==> config.mk <==
export PLATFORM = sky130hd
export DESIGN_NAME = fdstr_front
export DESIGN_NICKNAME = d
export VERILOG_FILES = /design/src/rtl/fdstr_pkg.sv /design/src/rtl/fdstr_front.sv
export SDC_FILE = /design/constraint.sdc
export NUM_CORES = 1
export LEC_CHECK = 0
export ABC_AREA = 0
export BUFFER_PORTS_ARGS = -buffer_cell sky130_fd_sc_hd__buf_2
export CORE_MARGIN = 2
export CORE_UTILIZATION = 35
export CTS_BUF_LIST = sky130_fd_sc_hd__clkbuf_4
export CTS_CLUSTER_SIZE = 12
export DETAILED_ROUTE_END_ITERATION = 7
export PLACE_DENSITY = 0.56
export REMOVE_ABC_BUFFERS = 1
export SLEW_MARGIN = 0
export SYNTH_ARGS = -nofsm -noshare
export SYNTH_HDL_FRONTEND = slang
export SYNTH_SLANG_ARGS = --single-unit
==> constraint.sdc <==
create_clock -name clk -period 5.61 [get_ports clk]
set_input_delay 0.2805 -clock clk [delete_from_list [all_inputs] [get_ports clk]]
set_output_delay 0.2805 -clock clk [all_outputs]
set_load 0.01 [all_outputs]
==> src/rtl/fdstr_pkg.sv <==
// Shared types, constants and helper functions of the float to decimal string converter.
package fdstr_pkg;

    // Default number of fraction digits and default depth of the work queue.
    localparam int FRAC_DIGITS_DEF = 6;
    localparam int QUEUE_DEPTH_DEF = 2;

    // Field widths. The fraction digit value is kept wide enough for nine digits.
    localparam int BITS_W  = 32;
    localparam int IPART_W = 31;
    localparam int FDIG_W  = 30;
    localparam int SIG_W   = 24;
    localparam int CHAR_W  = 8;
    localparam int SPACE_W = 8;

    // IEEE single decoding constants.
    localparam logic [7:0]  EXP_ALL_ONES = 8'hff;
    localparam logic [7:0]  EXP_POINT    = 8'd150;
    localparam logic [7:0]  EXP_LIMIT    = 8'd158;
    localparam logic [7:0]  SPACE_MIN    = 8'd9;
    localparam logic [7:0]  SPACE_RESET  = 8'd32;

    // Multiply by this and shift right by DIV10_SHIFT to divide a 32-bit value by ten.
    localparam logic [31:0] DIV10_MAGIC = 32'hcccc_cccd;
    localparam int          DIV10_SHIFT = 35;

    // ASCII codes.
    localparam logic [7:0] CH_MINUS = 8'h2d;
    localparam logic [7:0] CH_DOT   = 8'h2e;
    localparam logic [7:0] CH_ZERO  = 8'h30;
    localparam logic [7:0] CH_NUL   = 8'h00;

    // One classified conversion waiting for digit generation.
    typedef struct packed {
        logic               err;
        logic               sign;
        logic [IPART_W-1:0] ipart;
        logic [FDIG_W-1:0]  fdig;
    } entry_t;

    function automatic logic [FDIG_W-1:0] pow10(input int n);
        logic [FDIG_W-1:0] p;
        p = FDIG_W'(1);
        for (int i = 0; i < n; i++)
        begin
            p = FDIG_W'(p * FDIG_W'(10));
        end
        return p;
    endfunction

endpackage

==> src/rtl/fdstr_front.sv <==
// Front end: accepts input words, classifies them and forms integer part and fraction digits.
module fdstr_front import fdstr_pkg::*; #(
    parameter int FRACTION_DIGITS = FRAC_DIGITS_DEF
) (
    input  logic               clk,
    input  logic               rst_n,
    input  logic [SPACE_W-1:0] space,
    input  logic               push,
    input  logic [BITS_W-1:0]  float_bits,
    output logic               full,
    output logic               q_push,
    input  logic               q_ready,
    output entry_t             q_entry
);

    localparam logic [FDIG_W-1:0] P10 = pow10(FRACTION_DIGITS);
    localparam int PROD_W = SIG_W + FDIG_W;

    // Stage A holds the raw word, stage B the decoded parts, stage C the scaled fraction.
    logic                a_valid_reg;
    logic [BITS_W-1:0]   a_bits_reg;
    logic                b_valid_reg;
    logic                b_err_reg;
    logic                b_sign_reg;
    logic [IPART_W-1:0]  b_ipart_reg;
    logic [SIG_W-1:0]    b_frac_reg;
    logic [7:0]          b_rsh_reg;
    logic                c_valid_reg;
    logic                c_err_reg;
    logic                c_sign_reg;
    logic [IPART_W-1:0]  c_ipart_reg;
    logic [PROD_W-1:0]   c_prod_reg;
    logic [7:0]          c_rsh_reg;

    logic                c_free;
    logic                b_free;
    logic                a_free;
    logic                accept;

    logic [7:0]          expo;
    logic [SIG_W-1:0]    sig;
    logic [7:0]          lsh;
    logic [7:0]          rsh;
    logic                d_err;
    logic [IPART_W-1:0]  d_ipart;
    logic [SIG_W-1:0]    d_frac;
    logic [7:0]          d_rsh;
    logic [PROD_W-1:0]   shifted;

    assign c_free = !c_valid_reg || q_ready;
    assign b_free = !b_valid_reg || c_free;
    assign a_free = !a_valid_reg || b_free;
    assign full   = !a_free;
    assign accept = push && a_free;

    // Decode of the held word.
    always_comb
    begin
        expo    = a_bits_reg[30:23];
        sig     = {1'b1, a_bits_reg[22:0]};
        lsh     = expo - EXP_POINT;
        rsh     = EXP_POINT - expo;
        d_err   = (space < SPACE_MIN) || (expo == EXP_ALL_ONES) || (expo >= EXP_LIMIT);
        d_ipart = '0;
        d_frac  = '0;
        d_rsh   = '0;
        if (expo >= EXP_POINT)
        begin
            d_ipart = {{(IPART_W-SIG_W){1'b0}}, sig} << lsh[2:0];
        end
        else if (rsh < 8'd24)
        begin
            d_ipart = IPART_W'(sig >> rsh[4:0]);
            d_frac  = sig & ~({SIG_W{1'b1}} << rsh[4:0]);
            d_rsh   = rsh;
        end
        else
        begin
            d_frac  = sig;
            d_rsh   = rsh;
        end
    end

    always_ff @(posedge clk or negedge rst_n)
    begin
        if (!rst_n)
        begin
            a_valid_reg <= 1'b0;
            b_valid_reg <= 1'b0;
            c_valid_reg <= 1'b0;
        end
        else
        begin
            if (a_free)
            begin
                a_valid_reg <= push;
            end
            if (b_free)
            begin
                b_valid_reg <= a_valid_reg;
            end
            if (c_free)
            begin
                c_valid_reg <= b_valid_reg;
            end
        end
    end

    always_ff @(posedge clk)
    begin
        if (accept)
        begin
            a_bits_reg <= float_bits;
        end
        if (b_free && a_valid_reg)
        begin
            b_err_reg   <= d_err;
            b_sign_reg  <= a_bits_reg[31];
            b_ipart_reg <= d_ipart;
            b_frac_reg  <= d_frac;
            b_rsh_reg   <= d_rsh;
        end
        if (c_free && b_valid_reg)
        begin
            c_err_reg   <= b_err_reg;
            c_sign_reg  <= b_sign_reg;
            c_ipart_reg <= b_ipart_reg;
            c_prod_reg  <= PROD_W'(b_frac_reg) * PROD_W'(P10);
            c_rsh_reg   <= b_rsh_reg;
        end
    end

    // The product stays below 2^54, so a shift of 54 or more correctly yields zero.
    assign shifted = c_prod_reg >> c_rsh_reg;

    assign q_push        = c_valid_reg && q_ready;
    assign q_entry.err   = c_err_reg;
    assign q_entry.sign  = c_sign_reg;
    assign q_entry.ipart = c_ipart_reg;
    assign q_entry.fdig  = shifted[FDIG_W-1:0];

endmodule

After elaboration in Yosys (flattened, before gate mapping)
Cells that the tools add are included.
- register bits: 179
- add/subtract/negate cells: 2
- multiply operators: 1
- $lt $le $gt $ge: 4
- equal/unequal tests: 1
- shift-type cells: 4
- mux-type cells: 3
- bitwise operators: 2
- reduce and logical (&&, ||, !) cells: 13
- operators with widths (kind ; number):
    $mux 31 ; 2
    $shr 44x8->30 ; 1
    $mul 24x14->38 const B ; 1
    $shl 24x3->31 ; 1
    $shr 24x5->31 ; 1
    $and 24x24->24 ; 1
    $mux 24 ; 1
    $not 24->24 ; 1
    $shl 24x5->24 const A ; 1
    $ge 8x8->1 const B ; 2
    $eq 8x8->1 const B ; 1
    $lt 8x4->1 const B ; 1
    $lt 8x5->1 const B ; 1
    $sub 8x8->8 const A ; 1
    $logic_or 1x1->1 ; 5
    $logic_and 1x1->1 ; 4
    $logic_not 1->1 ; 4
    $sub 3x3->3 const B ; 1

Longest topological paths before layout
Gate-level depths: netlist of the first run.
- depth in word-level cells: 5
- depth in mapped cells: 20
- depth with buffers taken out: 19

Least setup slack after synthesis of the first run
No wires, ideal clock.
- path kind: reg2reg
- start: register b_frac_reg[10]
- end: register c_prod_reg[43], data pin
- arrival time: 5.173 ns
- setup slack: 0.176 ns
- cell stages (with the launch flop): 20
- buffers on the path: 1
- period minus slack after synthesis: 5.434 ns
- cell sequence: edfxtp_1 inv_1 fa_1 fa_1 inv_1 fa_1 fa_1 ha_1 inv_1 fa_1 inv_1 ha_1 buf_6 a211o_1 a31o_1 a221oi_2 nand3_2 o31ai_2 a21oi_1 a311o_1
- word-level cells in the longest chain between the ends: 1
- ends and longest elaborated chain (what ; RTL line ; source):
    start: declaration ; fdstr_front.sv:26 ; logic [SIG_W-1:0] b_frac_reg;
    start signal: assignment ; fdstr_front.sv:120 ; b_frac_reg <= d_frac;
    $mul 24x14->38 ; fdstr_front.sv:128 ; c_prod_reg <= PROD_W'(b_frac_reg) * PROD_W'(P10);
    end signal: assignment ; fdstr_front.sv:128 ;
    end: declaration ; fdstr_front.sv:32 ; logic [PROD_W-1:0] c_prod_reg;
No other way between the ends.
A chain may end at the register's enable or synchronous reset.

Worst setup path after layout of the first run
- start: register b_frac_reg[12]
- end: register c_prod_reg[43], data pin
The elaborated chain is that of the path after synthesis.

==> metrics.md, run 1 <==
| Metric | Value |
|---|---|
| Met2 GRT Util | `29.2%` |
| HP Class | `in2reg` |
| Final ANT Viol Nets | `0` |
| Die area | `0.0478 mm²` |
| Final GP Congestion | `0.929` |
| Busiest grt layer | `met2` |
| TritonCTS Sinks | `179` |
| Max incr delay on CP | `500 ps` |
| Vias per cell | `5.28` |
| CTS clk-pin slew, worst paths | `170 ps` |
| Synthesized area per cell | `10.0 µm²` |
| Worst slew margin | `31.0%` |
| GRT overflow | `0` |
| Fmax | `0.184 GHz` |
| Synth cell count leaders | `edfxtp_1 (176), inv_1 (168), ha_1 (137)` |
| # DRC | `0` |
| Wire length per cell | `17.9 µm` |
| Yosys top cell area share | `32.8%` |
| I/O pin count | `109` |
| Cell taking the most area after synthesis | `edfxtp_1` |
| Crit end category | `flip-flop` |
| Met3 Resource Use GR | `2.10%` |
| Clock period minus worst slack | `5420 ps` |
| Fin cells | `2366` |
| Vias in the first global route | `12453` |
| Iter 0 DRT Violations | `993` |
| Die span in y | `219 µm` |
| Routed wire length | `42300 µm` |
| First-pass GRT wire length | `67400 µm` |
| Die width | `219 µm` |
| IO Port Bufs | `108` |
| Cell with the most instances after synthesis | `edfxtp_1` |
| All-layer global routing usage | `17.9%` |
| Final HPWL DP | `32500 µm` |
| TritonCTS buffer count | `17` |
| Library cells used by synthesis | `73` |
| Register area share after synthesis | `33.2%` |
| Startpoint Class | `flip-flop` |
| Number of flip-flops under the largest register name | `38` |
| Top FF cell, synth | `edfxtp_1` |
| Maximum clock path buffer count | `2` |
| CTS tree | `done` |
| CP max-delay cell | `fa_1` |
| Max-cap violations | `0` |
| Async set or reset register ratio after synthesis | `1.68%` |
| Most frequent CP cell | `fa_1` |
| Worst Path Max Fanout | `6` |
| Starting density of the core | `35.5%` |
| CP Class | `reg2reg` |
| Count of pins over their slew limit | `0` |
| CTS root buf | `clkbuf_4` |
| DP Cell Count | `2287` |
| Initial antenna violation count | `2` |
| Final core utilization | `40.3%` |
| Largest net degree at the start of global routing | `66` |
| CORE AREA | `0.0455 mm²` |
| Met1 Usage GRT | `24.5%` |
| Outcome | `complete, no violations` |
| Fin. Hold Viols | `0` |
| Row Count | `78` |
| Arrival @ worst endpoint | `5830 ps` |
| Fraction of layout cells with a size suffix above 1 | `16.7%` |
| DR vias | `12491` |
| Initial DRT Pass Iterations | `5` |
| Yosys warns | `0` |
| Area growth, synth to finish | `13.6%` |
| Depth of the CTS H-tree | `4` |
| CP cell instances | `inv_2 -> fa_1 -> fa_1 -> inv_1 -> fa_1 -> fa_1 -> ha_1 -> inv_1 -> fa_1 -> inv_1 -> ha_2 -> nand3_2 -> nor2_2 -> o311ai_4 -> nand3_2 -> o31ai_4 -> a21oi_2 -> nor4b_2 -> a311o_1` |
| Nets | `2028` |
| Worst Tran Pin Value | `1020 ps` |
| Largest cells by area after synthesis | `edfxtp_1 (33%), fa_1 (12%), ha_1 (11%)` |
| Syn Inst Count | `1612` |
| Worst clock skew | `39.0 ps` |
| Final period utilization | `96.7%` |
| Post-synthesis instance area | `0.0161 mm²` |
| #FFs+latches synth | `179` |
| Unrepaired setup endpoints after global routing | `true` |
| Number of synthesized flops with an enable pin | `176` |
| CP Data Required Time | `6020 ps` |
| R2R setup slack | `190 ps` |
| Worst-Skew Late Latency | `630 ps` |
| Final Setup Violations | `0` |
| Fillers | `4497` |
[per-layer routing]
layer	vias up	part of all wire (%)	wire (µm)
met5	-	0	0
met1	6073	45	19100
met3	56	4.4	1840
met2	364	48	20200
li1	5998	-	-
met4	0	2.7	1140
[per-stage QoR]
stage | setup TNS, ps | setup slack, ps | instance area, µm² | hold WS [ps]
after CTS | 0 | 48.3 | 18200 | 36.1
final | 0 | 186 | 18300 | 117
after detailed placement | -172 | -172 | 17500 | 81.7
after global placement | -152 | -152 | 17500 | 78.6
after global routing | -13.9 | -13.9 | 18300 | 80.8
after floorplan | 0 | 194 | 15700 | -15.1
[path summary, 6_finish.rpt]
check | depth (start not counted) | end | from
worst max-delay path | 19 | c_prod_reg[43]$_DFFE_PP_ | b_frac_reg[12]$_SDFFCE_PN0P_
worst min register to register | 0 | c_rsh_reg[5]$_DFFE_PP_ | b_rsh_reg[5]$_SDFFCE_PN0P_
worst min-delay path | 3 | b_err_reg$_DFFE_PP_ | space[5]
worst max register to register | 19 | c_prod_reg[43]$_DFFE_PP_ | b_frac_reg[12]$_SDFFCE_PN0P_
min in group asynchronous | 3 | b_valid_reg$_DFFE_PN0P_ | rst_n
max in group asynchronous | 3 | a_valid_reg$_DFFE_PN0N_ | rst_n
[cell usage in the layout, fill, tap and decap left out, types with 23 or more instances in the layout]
| cell type | count |
|---|---|
| fa_1 | 95 |
| mux4_2 | 24 |
| o21ai_0 | 77 |
| mux2i_1 | 88 |
| ha_1 | 130 |
| a211oi_1 | 28 |
| nor2_1 | 125 |
| inv_1 | 162 |
| nand2_1 | 132 |
| xnor2_1 | 23 |
| a21oi_1 | 108 |
| buf_2 | 108 |
| edfxtp_1 | 176 |
| nand3_1 | 48 |
| buf_4 | 66 |
| dlygate4sd3_1 | 38 |
[cells by family after synthesis]
logic type	Yosys count	share of synthesized area, %
AO/OA/AOI/OAI	342	13.4
XOR/XNOR	39	2.12
adder cells (fa/ha/maj)	232	22.4
buffers and inverters	261	6.47
flip-flops	179	33.2
multiplexers	133	10.3
AND/OR/NAND/NOR	426	12.1
[cell type report]
class                   count  area, µm²  share of cell area (%)
inverters                 169        634                    3.46
multi-input cells        1172       9860                    53.8
clock buffers              18        135                   0.737
clock inverters            14        166                   0.907
repair buffers            213       1430                    7.79
flip-flops and latches    179       5360                    29.2
well taps                 600        751                    4.09
diodes                      1       2.50                  0.0136
[worst max-delay path, delay by kind of cell, from the launching register on]
kind / cells / cell delay [ps]
buffers and inverters: 4 / 300
AOI/OAI and AO/OA: 4 / 770
DFF: 1 / 440
adders and majority gates: 7 / 3010
and+or+nand+nor: 4 / 690
[repair_timing]
item | CTS | global route
buffers inserted | 3 | 5
hold buffers | 38 | 0
pin swaps | 0 | 4
gates resized for setup | 3 | 27
endpoints found under the setup margin | 2 | 12
endpoints found under the hold margin | 38 | 0
Power of run 1 is not shown: default switching activity piles up to over one toggle a cycle in this logic, so the estimate is an artifact.
==> run 2, diff against run 1 <==
- CORE_UTILIZATION: 35 -> 58
- PLACE_DENSITY: 0.56 -> 0.83
- SKIP_CTS_REPAIR_TIMING: not set -> 1
==> run 2 against run 1 <==
Compared with the run above:
- first-iteration DRC count increased by 41%
- cell count shrank 9.8%
- clock-buffer cell count down 1
- design area is 1.6% lower
- via count increased by 4.0%
- flip-flop and latch count stayed put
==> metrics.md, run 2 (synthesis gave the netlist of run 1 again) <==
| Metric | Value |
|---|---|
| Final Setup Violations | `0 (unchanged)` |
| Final GP Congestion | `1.01 (+8.6%)` |
| TritonCTS Sinks | `179 (unchanged)` |
| R2R setup slack | `160 ps (-30 ps)` |
| Commonest non-fill, non-tap cells in the layout | `edfxtp_1 (176), inv_1 (159), nand2_1 (132)` |
| Clock period minus worst slack | `5450 ps (+30.8 ps)` |
| R2R depth | `18 (-1)` |
| Fraction of layout cells with a size suffix above 1 | `16.9% (+0.21 points)` |
| CTS root buf | `clkbuf_4` |
| Starting density of the core | `58.6% (+23 points)` |
| Worst Path Max Fanout | `5 (-1)` |
| CP Class | `reg2reg` |
| Nets | `2018 (-0.49%)` |
| First-pass GRT wire length | `66400 µm (-1.5%)` |
| Worst clock skew | `36.9 ps (-2.11 ps)` |
| Die span in y | `171 µm (-22%)` |
| Fmax | `0.183 GHz (-0.56%)` |
| Fin cells | `2134 (-9.8%)` |
| All-layer global routing usage | `29.3% (+11 points)` |
| Number of flip-flops under the largest register name | `38 (unchanged)` |
| Worst slew margin | `27.6% (-3.3 points)` |
| Iter 0 DRT Violations | `1403 (+41%)` |
| Crit end category | `flip-flop` |
| Final ANT Viol Nets | `0 (unchanged)` |
| # DRC | `0 (unchanged)` |
| Routed wire length | `43400 µm (+2.5%)` |
| Count of pins over their slew limit | `0 (unchanged)` |
| Wire length per cell | `20.3 µm (+14%)` |
| Outcome | `complete, no violations` |
| Worst Tran Pin Value | `1080 ps (+60.8 ps)` |
| Startpoint Class | `flip-flop` |
| Commonest non-fill, non-tap cell in the layout | `edfxtp_1` |
| DP Cell Count | `2057 (-10%)` |
| Die width | `171 µm (-22%)` |
| Hold Path End | `b_valid_reg$_DFFE_PN0P_` |
| Area growth, synth to finish | `11.8%` |
| Die area | `0.0292 mm² (-39%)` |
| Worst-Skew Late Latency | `620 ps (about the same)` |
| Final HPWL DP | `32600 µm (+0.21%)` |
| TritonCTS buffer count | `17 (unchanged)` |
| Initial antenna violation count | `1 (-1)` |
| DR vias | `12993 (+4.0%)` |
| Final period utilization | `97.2% (+0.55 points)` |
| CORE AREA | `0.0276 mm² (-39%)` |
| Post-place setup slack | `-86.5 ps (+85.1 ps)` |
| Arrival @ worst endpoint | `5950 ps (+120 ps)` |
| Initial DRT Pass Iterations | `6 (+1)` |
| Hold depth | `4 (+1)` |
| GRT overflow | `0 (unchanged)` |
| Fin. Hold Viols | `0 (unchanged)` |
| HP Start | `q_ready` |
| Vias per cell | `6.09 (+15%)` |
| CTS tree | `done` |
| Maximum clock path buffer count | `2 (unchanged)` |
| HP Class | `in2reg` |
| I/O pin count | `109 (unchanged)` |
| Max-cap violations | `0 (unchanged)` |
| Final setup margin | `155 ps (-30.8 ps)` |
| Depth of the CTS H-tree | `4 (unchanged)` |
| CP Data Required Time | `6100 ps (+80 ps)` |
| CTS clk-pin slew, worst paths | `190 ps (+20 ps)` |
| Vias in the first global route | `12391 (-0.50%)` |
| Reg2Reg Launch Point | `b_frac_reg[13]$_SDFFCE_PN0P_` |
| IO Port Bufs | `108 (unchanged)` |
| Row Count | `61 (-22%)` |
| Fin Setup TNS | `0 ps (unchanged)` |
| Largest net degree at the start of global routing | `66 (unchanged)` |
| Worst hold margin | `31.3 ps (-85.9 ps)` |
| Reg2reg end | `c_prod_reg[42]$_DFFE_PP_` |
-- run 2: cell types whose count changed in the layout (fill, tap and decap cells not counted), sizes merged --
cell         previous run  this run
buf                   175       168
bufinv                  2         0
clkbuf                 18        17
clkinv                  5         9
dlygate4sd3            38        35
inv                   176       175
-- run 2: area by class of cell --
class                           count  area, µm²
Antenna cell                        1       2.50
Clock buffer                       17        128
Clock inverter                     15        199
Fill cell                        2143       9510
Inverter                          169        637
Multi-Input combinational cell   1172       9900
Sequential cell                   179       5360
Tap cell                          378        473
Timing Repair Buffer              203       1350
-- run 2: worst max path at each step --
stage	start	end	slack (ps)	depth (start not counted)
detailed placement	b_frac_reg[9]$_SDFFCE_PN0P_	c_prod_reg[43]$_DFFE_PP_	-90	20
global route	b_frac_reg[1]$_SDFFCE_PN0P_	c_prod_reg[43]$_DFFE_PP_	-9	19
CTS	b_frac_reg[9]$_SDFFCE_PN0P_	c_prod_reg[43]$_DFFE_PP_	-80	20
floorplan	b_frac_reg[10]$_SDFFCE_PN0P_	c_prod_reg[43]$_DFFE_PP_	190	18
global placement	b_frac_reg[9]$_SDFFCE_PN0P_	c_prod_reg[43]$_DFFE_PP_	-7	20
finish	b_frac_reg[13]$_SDFFCE_PN0P_	c_prod_reg[42]$_DFFE_PP_	160	18
-- run 2: stage by stage --
stage          instance area (µm²)  util, %
5_1_grt                      18000     65.5
3_3_place_gp                 17100     62.2
6_report                     18000     65.5
4_1_cts                      17500     63.4
2_1_floorplan                15700        -
3_5_place_dp                 17100     62.2
-- run 2: worst max-delay path, cell delays in order (launching register included) --
cell and delay (ps):
edfxtp_1 440, buf_4 180, fa_1 530, fa_1 440
fa_1 500, inv_1 50, fa_1 470, inv_1 40
ha_1 280, ha_1 320, ha_4 260, a21o_1 160
a21o_1 180, a21o_1 200, or3b_4 390, a311oi_4 340
nor3_2 80, or3_1 370, nand4_1 100
-- run 2: metal layers --
metal	vias to the layer above	wire length (µm)	track usage [%]
met2	629	20400	46.9
met1	6227	17900	40.5
met5	-	0	0
li1	5995	-	-
met3	142	3440	5.39
met4	0	1590	9.92
Power of run 2 is left out for the same reason.
