[src/rtl/fdstr_pkg.sv]
// Shared types, constants and helper functions of the float to decimal string converter.
package fdstr_pkg;

    // Default number of fraction digits and default depth of the work queue.
    localparam int FRAC_DIGITS_DEF = 6;
    localparam int QUEUE_DEPTH_DEF = 2;

    // Field widths. The fraction digit value is kept wide enough for nine digits.
    localparam int BITS_W  = 32;
    localparam int IPART_W = 31;
    localparam int FDIG_W  = 30;
    localparam int SIG_W   = 24;
    localparam int CHAR_W  = 8;
    localparam int SPACE_W = 8;

    // IEEE single decoding constants.
    localparam logic [7:0]  EXP_ALL_ONES = 8'hff;
    localparam logic [7:0]  EXP_POINT    = 8'd150;
    localparam logic [7:0]  EXP_LIMIT    = 8'd158;
    localparam logic [7:0]  SPACE_MIN    = 8'd9;
    localparam logic [7:0]  SPACE_RESET  = 8'd32;

    // Multiply by this and shift right by DIV10_SHIFT to divide a 32-bit value by ten.
    localparam logic [31:0] DIV10_MAGIC = 32'hcccc_cccd;
    localparam int          DIV10_SHIFT = 35;

    // ASCII codes.
    localparam logic [7:0] CH_MINUS = 8'h2d;
    localparam logic [7:0] CH_DOT   = 8'h2e;
    localparam logic [7:0] CH_ZERO  = 8'h30;
    localparam logic [7:0] CH_NUL   = 8'h00;

    // One classified conversion waiting for digit generation.
    typedef struct packed {
        logic               err;
        logic               sign;
        logic [IPART_W-1:0] ipart;
        logic [FDIG_W-1:0]  fdig;
    } entry_t;

    function automatic logic [FDIG_W-1:0] pow10(input int n);
        logic [FDIG_W-1:0] p;
        p = FDIG_W'(1);
        for (int i = 0; i < n; i++)
        begin
            p = FDIG_W'(p * FDIG_W'(10));
        end
        return p;
    endfunction

endpackage

[src/rtl/fdstr_queue.sv]
// Short queue that decouples the front end from the character generator.
module fdstr_queue import fdstr_pkg::*; #(
    parameter int DEPTH = QUEUE_DEPTH_DEF
) (
    input  logic   clk,
    input  logic   rst_n,
    input  logic   push,
    input  entry_t push_entry,
    output logic   ready,
    output logic   valid,
    input  logic   pop,
    output entry_t pop_entry
);

    localparam int PTR_W = (DEPTH > 1) ? $clog2(DEPTH) : 1;
    localparam int CNT_W = $clog2(DEPTH + 1);

    entry_t             slots [DEPTH];
    logic [PTR_W-1:0]   wr_ptr_reg;
    logic [PTR_W-1:0]   rd_ptr_reg;
    logic [CNT_W-1:0]   count_reg;
    logic               do_push;
    logic               do_pop;

    assign ready     = (count_reg != CNT_W'(DEPTH));
    assign valid     = (count_reg != '0);
    assign do_push   = push && ready;
    assign do_pop    = pop && valid;
    assign pop_entry = slots[rd_ptr_reg];

    always_ff @(posedge clk or negedge rst_n)
    begin
        if (!rst_n)
        begin
            wr_ptr_reg <= '0;
            rd_ptr_reg <= '0;
            count_reg  <= '0;
        end
        else
        begin
            if (do_push)
            begin
                wr_ptr_reg <= (wr_ptr_reg == PTR_W'(DEPTH - 1)) ? '0 : wr_ptr_reg + 1'b1;
            end
            if (do_pop)
            begin
                rd_ptr_reg <= (rd_ptr_reg == PTR_W'(DEPTH - 1)) ? '0 : rd_ptr_reg + 1'b1;
            end
            if (do_push && !do_pop)
            begin
                count_reg <= count_reg + 1'b1;
            end
            else if (do_pop && !do_push)
            begin
                count_reg <= count_reg - 1'b1;
            end
        end
    end

    always_ff @(posedge clk)
    begin
        if (do_push)
        begin
            slots[wr_ptr_reg] <= push_entry;
        end
    end

endmodule

[config.mk]
export PLATFORM = sky130hd
export DESIGN_NAME = fdstr_queue
export DESIGN_NICKNAME = d
export VERILOG_FILES = /design/src/rtl/fdstr_pkg.sv /design/src/rtl/fdstr_queue.sv
export SDC_FILE = /design/constraint.sdc
export NUM_CORES = 1
export LEC_CHECK = 0
export BUFFER_PORTS_ARGS = -buffer_cell sky130_fd_sc_hd__buf_2
export CORE_AREA = 5 5 105 107
export CTS_BUF_LIST = sky130_fd_sc_hd__clkbuf_4 sky130_fd_sc_hd__clkbuf_8 sky130_fd_sc_hd__clkbuf_16
export DETAILED_ROUTE_END_ITERATION = 12
export DIE_AREA = 0 0 110 112
export GPL_TIMING_DRIVEN = 1
export PLACE_DENSITY = 0.77
export SLEW_MARGIN = 30
export SYNTH_ARGS = -nofsm -noshare
export SYNTH_HDL_FRONTEND = slang
export SYNTH_SLANG_ARGS = --single-unit
[constraint.sdc]
create_clock -name clk -period 4.94 [get_ports clk]
set_input_delay 1.235 -clock clk [delete_from_list [all_inputs] [get_ports clk]]
set_output_delay 1.235 -clock clk [all_outputs]
set_load 0.005 [all_outputs]
After elaboration in Yosys (flattened, before gate mapping)
Memory sizes are Yosys's and may differ from the RTL's. Cells that the tools add are included.

Flip-flop bits (word level): 4. RAM bits: 126. Input bits: 67. Output and inout bits: 65. Word-level logic and storage cells: 23. Memories kept: 1.

Memory list: slots (depth 2, bits a word 63, read ports 1, clocked after memory_dff 0, wr ports 1, line fdstr_queue.sv:18) `entry_t slots [DEPTH];`.

Add/subtract/negate cells: 4. Equality and inequality tests: 1. Muxes and demuxes: 6. Reduce and logical (&&, ||, !) cells: 8.

Operators by type and width (number): $logic_and A1 B1 Y1 (4); $mux W1 (4); $mux W2 (2); $reduce_bool A2 Y1 (2); $add A1 B1 Y1 const B (2); $add A2 B1 Y2 const B (1); $logic_not A1 Y1 (2); $ne A2 B2 Y1 const B (1); $sub A2 B1 Y2 const B (1).

Depth between registers and ports, before layout
Gate-level depths: netlist (run 1).

Depth in word-level cells: 6. Mapped depth: 7. Mapped depth without buffers: 7.

Least setup slack after synthesis (run 1)
OpenSTA, ideal clock, no wires.

Path type: input to register. Start point: in push. End point: mem slots[0][0] (netlist bit), enable pin. Setup time: 0.484 ns. Arrival: 3.959 ns. Required time: 4.456 ns. Setup slack: 0.497 ns. Stages on the path: 2. Buffers on the path: 0. Cells stage by stage: nand2_1 nor2_1.

Cells in the longest elaborated chain, start to end: 3.

Ends and longest elaborated chain: start: declaration (line fdstr_queue.sv:7) `input logic push,`; $logic_and A1 B1 Y1 (line fdstr_queue.sv:27) `assign do_push = push && ready;`; $mux W1 (line fdstr_queue.sv:62) `if (do_push)`; $mux W1 (not written as such) (line fdstr_queue.sv:64) `slots[wr_ptr_reg] <= push_entry;`; end: declaration (line fdstr_queue.sv:18).

No other way between the ends.

==> out/results.tsv, run 1 <==
stage	metric	value	unit
detailed_routing	vias	2464	
sta	worst_pin_slew	0.806	ns
power	p_int	3.09	mW
clock_network	htreeDepth	4	
sta	finalCritPeriodShare	69.0	%
sta	fin_setup_tns	0	ns
setup_path	crit_type	flop to output pin	
global_routing	overflow	0	
sta	max_freq	293	MHz
die	std_cell_rows	37	
detailed_routing	viasPerCell	4.82	
power	vdd_drop_max	0.000521	V
global_routing	grt_usage	14.8	%
hold_path	hold_depth	1	
sta	slew_headroom	46.2	%
sta	setup_viol_count_final	0	
die	fp.dieW	110	um
finish	syn2layout_area_growth	28.4	%
power	switchingPower	1.02	mW
setup_path	crit_cells	3	
detailed_routing	ant_nets	0	
finish	largest_reg_flops	126	
place	place_congestion	0.685	
clock_network	cts.sinks	130	
logic_synthesis	syn_area_per_cell	23.6	um^2
finish	fillCellCount	716	
hold_path	min_path_type	flop to flop	
clock_network	clk_path_buf_depth	2	
setup_path	crit_fanout	27	
logic_synthesis	ys_ff_latch	130	
clock_network	cts_resized	0	
global_routing	grt_pass1_vias	2658	
detailed_routing	drcViolationCount	0	
setup_path	cp_cell_sequence	buf_4 -> mux2_4 -> buf_2	
logic_synthesis	yosys.area.top_type	edfxtp_1	
logic_synthesis	synth_ff_type	edfxtp_1	
clock_network	cts_made_buffers	17	
setup_path	cp_slowest_cell	dfrtp_4	
logic_synthesis	syn_area	5040	um^2
detailed_routing	routed_wl	8.64	mm
global_routing	grt_pass1_wl	13.3	mm
detailed_routing	avgRoutedWirePerCell	16.9	um
setup_path	crit_arrival	2.17	ns
finish	antenna_cells	0	
outcome	status	finished clean	
logic_synthesis	syn_inst	214	
sta	clock_skew	0.00359	ns
clock_network	cts_tree	built	
sta	slew_viol_final	0	
power	pwr-share-clk	34.8	%
power	power.density	636	nW/um^2
setup_path	critPathCaptureType	output pin	
setup_path	cpPeakStageDelay	0.75	ns
die	dieArea	12300	um^2
detailed_routing	firstDrtPassIters	5	
power	pwr-share-seq	39.9	%
global_routing	grt_max_degree	35	
power	p_leak	2.64	nW
finish	design_area	6470	um^2
logic_synthesis	synth_edf_count	126	
logic_synthesis	synth_cell_type_count	15	
flow_run	maxCapViolations	0	
logic_synthesis	synthTopCellsByCount	126 x edfxtp_1, 59 x mux2_4, 6 x buf_12, 4 x dfrtp_1, 4 x mux2_2	
die	start_util	50.2	%
place	port_buffers	131	
clock_network	worst_skew_pair.late_latency	0.51	ns
setup_path	critPathBufInv	2	
global_routing	antenna_found_initial	0	
setup_path	critPathLaunchType	flop	
detailed_routing	drt_iter0_markers	75	
sta	rsz0062_at_grt	no	
finish	multi_input_area	1030	um^2
clock_network	cts_hold_buf	0	
logic_synthesis	ys_seq_area_share	77.1	%
die	io_pins	132	
clock_network	cts_setup_buffers	0	
clock_network	root_buffer	clkbuf_8	
clock_network	clkTransAtPathRegs	0.06	ns
place	dpl_cell_area	5780	um^2
sta	hold_viol_final	0	
place	dpl.hpwl	5.83	mm
finish	drive_gt1_share	62.1	%
setup_path	required	3.70	ns
setup_path	worst-r2r-cell-count	4	
die	die_y	112	um
finish	register_area	3890	um^2
logic_synthesis	yosysMostFrequentCell	edfxtp_1	
logic_synthesis	async_flop_share	3.08	%
setup_path	cp_top_family	flip-flops	
logic_synthesis	yosysWarnings	0	
power	pwr-share-comb	25.3	%
sta	min_period	3.41	ns
logic_synthesis	synth_area_leaders	edfxtp_1 75%, mux2_4 18%, buf_12 2.4%	
logic_synthesis	syn_nets	282	
die	core_area	10000	um^2
logic_synthesis	netlist.area_leader.share	75.1	%
power	power_switching_share	24.8	%
finish	final_net_count	430	
-- path summary, 6_finish.rpt --
check | startpoint | to | slack [ns]
max | rd_ptr_reg$_DFFE_PN0P_ | pop_entry[11] | 1.53
min reg2reg | count_reg[1]$_DFFE_PN0P_ | count_reg[1]$_DFFE_PN0P_ | 0.51
min in group asynchronous | rst_n | count_reg[0]$_DFFE_PN0P_ | 0.52
max in group asynchronous | rst_n | rd_ptr_reg$_DFFE_PN0P_ | 4.28
min | count_reg[1]$_DFFE_PN0P_ | count_reg[1]$_DFFE_PN0P_ | 0.51
max reg2reg | count_reg[0]$_DFFE_PN0P_ | slots[0][46]$_DFFE_PP_ | 2.77
-- metal layers --
metal | GRT usage [%] | wire [um] | vias up
met5 | 0 | 0 | -
met4 | 7.23 | 123 | 0
met3 | 4.29 | 583 | 14
met2 | 24.5 | 4550 | 84
met1 | 17.6 | 3380 | 1224
li1 | - | - | 1142
-- final cells by class --
cell class / instances / area share (%)
inverters: 1 / 0.0580
well taps: 136 / 2.63
clock inverters: 13 / 3.96
repair buffers: 136 / 10.7
clock buffers: 19 / 6.63
multi-input cells: 76 / 15.9
flip-flops and latches: 130 / 60.1
-- cell families (layout without fill, tap and decap cells) --
kind of cell,Yosys count,after routing,share of synthesized area (%)
xor gates and xnor gates,5,5,0.869
adders and majority gates,1,1,0.248
buffers and inverters,8,169,2.68
DFF,130,130,77.1
muxes,63,63,18.5
and+or+nand+nor,7,7,0.671
-- stage by stage --
stage	setup WS [ns]	hold slack (ns)	total power, mW	utilization (%)	instances
floorplan	0.497	0.456	2.43	-	214
global placement	2.02	0.475	2.70	57.6	479
detailed placement	1.99	0.492	2.73	57.6	479
CTS	1.47	0.496	4.18	64.4	511
global route	1.43	0.501	4.31	64.4	511
finish	1.53	0.508	4.11	64.4	511
-- power groups by stage --
stage | Combinational, mW | Clock [mW] | Sequential (mW)
finish | 1.04 | 1.43 | 1.64
global route | 1.13 | 1.51 | 1.67
CTS | 1.07 | 1.46 | 1.65
detailed placement | 1.07 | 0 | 1.67
global placement | 1.05 | 0 | 1.65
floorplan | 0.835 | 0 | 1.60
-- cells in the final DEF (no fill, tap or decap), drive strengths merged --
cell,synthesis,final
buf,7,136
edfxtp,126,126
mux2,63,63
clkbuf,0,19
bufinv,0,7
clkinv,0,4
dfrtp,4,4
xnor2,3,3
nand2,2,2
xor2,2,2
inv,1,2
nor2,2,2
nand2b,1,1
or2,1,1
and3,1,1
ha,1,1
clkinvlp,0,1
(Power assumes the default switching activity.)
==> run 2, diff against run 1 <==
--- a/config.mk
+++ b/config.mk
@@ -5,13 +5,14 @@
 export SDC_FILE = /design/constraint.sdc
 export NUM_CORES = 1
 export LEC_CHECK = 0
+export ABC_AREA = 1
 export BUFFER_PORTS_ARGS = -buffer_cell sky130_fd_sc_hd__buf_2
-export CORE_AREA = 5 5 105 107
+export CORE_AREA = 5 5 108 110
 export CTS_BUF_LIST = sky130_fd_sc_hd__clkbuf_4 sky130_fd_sc_hd__clkbuf_8 sky130_fd_sc_hd__clkbuf_16
 export DETAILED_ROUTE_END_ITERATION = 12
-export DIE_AREA = 0 0 110 112
+export DIE_AREA = 0 0 113 115
 export GPL_TIMING_DRIVEN = 1
-export PLACE_DENSITY = 0.77
+export PLACE_DENSITY = 0.74
 export SLEW_MARGIN = 30
 export SYNTH_ARGS = -nofsm -noshare
 export SYNTH_HDL_FRONTEND = slang
==> constraint.sdc (replaced) <==
create_clock -name clk -period 3 [get_ports clk]
set_input_delay 0.75 -clock clk [delete_from_list [all_inputs] [get_ports clk]]
set_output_delay 0.75 -clock clk [all_outputs]
set_load 0.005 [all_outputs]
==> run 2 against run 1 <==
Net effect: sequential cell count unchanged; via count up 22%; critical path depth rose by 2; hold slack worse by 0.46 ns; combinational power increased by 63%; area after synthesis down 4.2%; wire length grew 5.2%; clock skew grew 0.0045 ns; cell count increased by 28%; die area rose by 5.5%; clock power increased by 27%; worst setup slack worse by 1.1 ns; largest cell class unchanged.
==> out/results.tsv, run 2 <==
stage	metric	value	unit
die	fp.dieW	113	um
finish	largest_reg_flops	126	
logic_synthesis	async_flop_share	3.08	%
power	vdd_drop_max	0.000435	V
logic_synthesis	synth_area_leaders	edfxtp_1 78%, nand2_1 15%, dfrtp_1 2.1%	
global_routing	antenna_found_initial	0	
detailed_routing	ant_nets	0	
logic_synthesis	synth_ff_type	edfxtp_1	
power	p_leak	2.70	nW
flow_run	maxCapViolations	0	
sta	finalCritPeriodShare	85.0	%
clock_network	htreeDepth	4	
setup_path	crit_fanout	42	
finish	finalNonFillerCells	652	
sta	max_freq	392	MHz
setup_path	cp_slowest_cell	dfrtp_2	
finish	drive_gt1_share	33.6	%
finish	antenna_cells	0	
setup_path	crit_arrival	1.80	ns
logic_synthesis	synth_edf_count	126	
place	dpl_cell_area	5620	um^2
die	core_area	10600	um^2
sta	fin_hold_ws	0.0458	ns
place	port_buffers	131	
clock_network	cts_hold_buf	0	
die	dieArea	13000	um^2
place	pre_cts_slack	0.958	ns
sta	slew_viol_final	0	
sta	clock_skew	0.00808	ns
logic_synthesis	syn_nets	425	
logic_synthesis	yosys.area.top_type	edfxtp_1	
sta	worst_pin_slew	0.674	ns
finish	design_area	6150	um^2
place	numPlacedInstances	620	
logic_synthesis	netlist.area_leader.share	78.4	%
logic_synthesis	syn_area	4830	um^2
setup_path	cpPeakStageDelay	0.40	ns
detailed_routing	avgRoutedWirePerCell	13.9	um
setup_path	cp_cell_sequence	inv_2 -> buf_12 -> nand2_1 -> nand2_1 -> buf_2	
die	io_pins	132	
finish	syn2layout_area_growth	27.4	%
global_routing	grt_pass1_vias	3087	
setup_path	critPathLaunchType	flop	
clock_network	cts_tree	built	
clock_network	clkTransAtPathRegs	0.05	ns
logic_synthesis	syn_area_per_cell	13.5	um^2
finish	final_cell_mix	199 x nand2_1, 131 x buf_2, 126 x edfxtp_1	
clock_network	cts.sinks	130	
setup_path	rrSetupSlack	1.32	ns
outcome	status	finished clean	
setup_path	critical_path.most_common_cell	nand2_1	
detailed_routing	drt_iter0_markers	162	
logic_synthesis	synth_cell_type_count	15	
finish	final_net_count	567	
sta	slew_headroom	55.1	%
sta	hold_viol_final	0	
finish	layout_commonest_cell	nand2_1	
detailed_routing	vias	3016	
setup_path	crit_type	flop to output pin	
logic_synthesis	yosysWarnings	0	
sta	postLayoutSetupSlackWorst	0.449	ns
logic_synthesis	ys_seq_area_share	80.4	%
hold_path	min_path_type	input port to asynchronous set/reset pin	
die	start_util	45.5	%
detailed_routing	routed_wl	9.09	mm
logic_synthesis	ys_ff_latch	130	
clock_network	clk_path_buf_depth	2	
detailed_routing	drcViolationCount	0	
logic_synthesis	syn_inst	357	
power	power.density	990	nW/um^2
die	die_y	115	um
setup_path	critPathCaptureType	output pin	
clock_network	cts_setup_buffers	0	
detailed_routing	viasPerCell	4.63	
logic_synthesis	synthTopCellsByCount	199 x nand2_1, 126 x edfxtp_1, 6 x buf_2, 6 x inv_1, 5 x clkbuf_8	
sta	setup_viol_count_final	0	
sta	rsz0062_at_grt	no	
clock_network	root_buffer	clkbuf_8	
global_routing	grt_max_degree	65	
clock_network	cts_made_buffers	17	
die	std_cell_rows	38	
place	place_congestion	0.714	
global_routing	overflow	0	
sta	min_period	2.55	ns
clock_network	cts_resized	0	
logic_synthesis	yosysMostFrequentCell	nand2_1	
setup_path	required	2.25	ns
place	dpl.hpwl	5.83	mm
global_routing	grt_usage	14.5	%
detailed_routing	firstDrtPassIters	4	
sta	fin_setup_tns	0	ns
global_routing	grt_pass1_wl	14.4	mm
clock_network	worst_skew_pair.late_latency	0.51	ns
## run 2: cell types whose count changed in the layout (fill, tap and decap cells not counted), sizes merged, moves of 2 or more
cell,change
nand2,+197
mux2,-63
bufinv,-6
clkbuf,+5
inv,+5
clkinv,+3
nand3,+2
xnor2,-2
## run 2: final timing paths
check | start | end | cells past startpoint
max | rd_ptr_reg$_DFFE_PN0P_ | pop_entry[43] | 5
min | rst_n | count_reg[1]$_DFFE_PN0P_ | 1
max reg2reg | count_reg[0]$_DFFE_PN0P_ | slots[1][9]$_DFFE_PP_ | 5
min reg2reg | count_reg[1]$_DFFE_PN0P_ | count_reg[1]$_DFFE_PN0P_ | 2
max in group asynchronous | rst_n | rd_ptr_reg$_DFFE_PN0P_ | 1
min in group clk | push_entry[42] | slots[1][42]$_DFFE_PP_ | 1
## run 2: final cells by class
cell class	instances	area, um^2
clock inverter	8	65.1
fill	876	4450
timing repair buffer	136	718
multi-input combinational	207	816
clock buffer	24	467
tap	140	175
sequential	130	3880
inverter	7	26.3
## run 2: cells by family (layout without fill, tap and decap cells)
logic type	count (synthesis)	after routing	share of synthesized area, %
buffers and inverters	20	175	2.98
xor gates and xnor gates	2	2	0.363
DFF	130	130	80.4
and+or+nand+nor	204	204	16.0
adders and majority gates	1	1	0.259
## run 2: per-layer routing
metal / GRT usage (%) / up-vias / routed length (um)
li1: - / 1482 / -
met1: 16.5 / 1426 / 3670
met2: 24.6 / 98 / 4620
met4: 6.09 / 0 / 99
met3: 5.84 / 10 / 702
met5: 0 / - / 0
## run 2: worst max-delay path: cells and delay by family, from the launching register on
kind          cells  cell delay (ns)
buf+inv           3             0.73
flops             1             0.40
simple gates      2             0.15
## run 2: power by group
| part | internal [mW] | switching, mW |
|---|---|---|
| sequential | 2.49 | 0.102 |
| clock | 1.15 | 0.664 |
| combinational | 0.622 | 1.07 |
| total | 4.26 | 1.83 |
## run 2: per-stage QoR
| step | util, % | total power, mW |
|---|---|---|
| after CTS | 58.0 | 6.20 |
| after global placement | 53.0 | 4.31 |
| final | 58.0 | 6.09 |
| after floorplan | - | 3.65 |
| after global routing | 58.0 | 6.51 |
| after detailed placement | 53.0 | 4.36 |
==> run 3, diff against run 2 <==
==> constraint.sdc (replaced) <==
create_clock -name clk -period 2.3 [get_ports clk]
set_input_delay 0.575 -clock clk [delete_from_list [all_inputs] [get_ports clk]]
set_output_delay 0.575 -clock clk [all_outputs]
set_load 0.005 [all_outputs]
==> run 3 against run 2 <==
Net effect: global-route usage up 0.60 points; count of clock-buffer cells in the layout rose by 2; clock power increased by 42%; register-to-register slack got worse by 0.68 ns; cell count rose by 0.61%; highest routed layer unchanged; non-clock buffer count up 4; critical path depth unchanged; cell area increased by 1.7%; first-iteration DRC count shrank 19%; clock skew grew 0.0024 ns; utilization is 1.0 points higher; total power grew 35%.
==> out/results.tsv, run 3 (same netlist as run 2, synthesis figures left out) <==
stage	metric	value	unit
sta	slew_headroom	74.0	%
flow_run	maxCapViolations	0	
global_routing	grt_max_degree	44	
sta	rsz0062_at_grt	no	
power	vdd_drop_max	0.000699	V
clock_network	clkTransAtPathRegs	0.06	ns
die	fp.dieW	113	um
setup_path	crit_arrival	1.56	ns
detailed_routing	firstDrtPassIters	4	
sta	max_freq	469	MHz
power	p_leak	2.74	nW
place	dpl.hpwl	6.10	mm
setup_path	crit_type	flop to output pin	
sta	hold_viol_final	0	
finish	final_cell_mix	199 x nand2_1, 131 x buf_2, 126 x edfxtp_1	
detailed_routing	routed_wl	9.42	mm
setup_path	worst-r2r-cell-count	5	
finish	syn2layout_area_growth	29.6	%
die	core_area	10600	um^2
sta	clock_skew	0.0105	ns
global_routing	antenna_found_initial	0	
outcome	status	finished clean	
clock_network	clk_path_buf_depth	2	
global_routing	grt_pass1_vias	3196	
global_routing	grt_pass1_wl	14.9	mm
finish	largest_reg_flops	126	
die	io_pins	132	
clock_network	cts_setup_buffers	0	
finish	antenna_cells	0	
clock_network	root_buffer	clkbuf_8	
sta	min_period	2.13	ns
clock_network	cts_made_buffers	17	
place	port_buffers	131	
hold_path	hold_depth	1	
detailed_routing	drcViolationCount	0	
hold_path	min_path_type	input port to flop	
die	std_cell_rows	38	
die	start_util	45.5	%
sta	slew_viol_final	0	
sta	fin_setup_tns	0	ns
clock_network	cts_tree	built	
sta	worst_pin_slew	0.390	ns
setup_path	reg2reg_from	count_reg[0]$_DFFE_PN0P_	
place	place_congestion	0.738	
setup_path	rrSetupSlack	0.64	ns
setup_path	crit_fanout	36	
clock_network	htreeDepth	4	
finish	layout_commonest_cell	nand2_1	
setup_path	critPathLaunchType	flop	
die	die_y	115	um
finish	final_net_count	571	
power	power.density	1310	nW/um^2
finish	fillCellCount	872	
die	dieArea	13000	um^2
place	numPlacedInstances	623	
hold_path	min-delay-start	push_entry[58]	
sta	finalCritPeriodShare	92.7	%
setup_path	timing.rr.end	slots[1][39]$_DFFE_PP_	
sta	setup_viol_count_final	0	
clock_network	worst_skew_pair.late_latency	0.51	ns
global_routing	overflow	0	
detailed_routing	avgRoutedWirePerCell	14.4	um
global_routing	grt_usage	15.1	%
detailed_routing	drt_iter0_markers	131	
setup_path	critPathCaptureType	output pin	
finish	drive_gt1_share	33.9	%
clock_network	cts.sinks	130	
setup_path	required	1.73	ns
detailed_routing	ant_nets	0	
hold_path	min_delay_worst_endpoint	slots[0][58]$_DFFE_PP_	
detailed_routing	viasPerCell	4.56	
finish	finalNonFillerCells	656	
detailed_routing	vias	2994	
[run 3: changes by cell type in the layout (fill, tap and decap cells not counted), sizes merged]
cell         before  now
clkinv            7    3
buf             136  139
clkbuf           24   26
bufinv            1    2
clkinvlp          0    1
dlygate4sd3       0    1
[run 3: worst max-delay path by stage]
stage                                      start                endpoint  slack (ns)
after global routing      rd_ptr_reg$_DFFE_PN0P_           pop_entry[59]        0.04
final                     rd_ptr_reg$_DFFE_PN0P_            pop_entry[2]        0.17
after floorplan                             push   slots[0][0]$_DFFE_PP_       -0.46
after CTS                 rd_ptr_reg$_DFFE_PN0P_           pop_entry[13]        0.02
after global placement                      push  slots[1][12]$_DFFE_PP_        0.54
after detailed placement                    push  slots[1][17]$_DFFE_PP_        0.53
[run 3: layout make-up]
class	count	area (um^2)	area share, %
Multi-Input combinational cell	207	816	13.0
Sequential cell	130	3880	62.1
Clock inverter	6	82.6	1.32
Tap cell	140	175	2.80
Inverter	7	26.3	0.420
Clock buffer	26	500	8.00
Timing Repair Buffer	140	774	12.4
[run 3: repair_timing]
action / 4_1_cts / 5_1_grt
setup endpoints to repair: 0 / 37
hold endpoints to repair: 4 / 0
hold buffers: 1 / 0
resized for setup: 0 / 3
[run 3: per-stage QoR]
stage	power (mW)	utilization [%]	hold slack (ns)	setup WS [ns]	instance area (um^2)
3_3_place_gp	5.69	53.3	0.386	0.543	5660
6_report	8.22	59.0	0.256	0.168	6260
5_1_grt	8.78	59.0	0.217	0.0428	6260
2_1_floorplan	4.74	-	0.279	-0.464	4830
3_5_place_dp	5.76	53.3	0.390	0.535	5660
4_1_cts	8.35	58.9	0.218	0.0250	6250
[run 3: worst max-delay path, cell delays in order (launching register included)]
cell	delay (ns)
dfrtp_2	0.42
inv_2	0.07
buf_6	0.28
nand2_1	0.09
nand2_1	0.08
buf_2	0.11
[run 3: power by group]
part	leakage [nW]	switching (mW)	total [mW]	internal [mW]
logic	1.22	1.41	2.28	0.865
registers	1.22	0.140	3.38	3.24
clock network	0.294	0.875	2.57	1.69
[run 3: per-layer routing]
layer / vias up / wire [um] / track usage [%]
met1: 1397 / 3710 / 15.9
met2: 94 / 4970 / 27.2
met5: - / 0 / 0
li1: 1493 / - / -
met3: 10 / 647 / 5.74
met4: 0 / 98 / 6.57
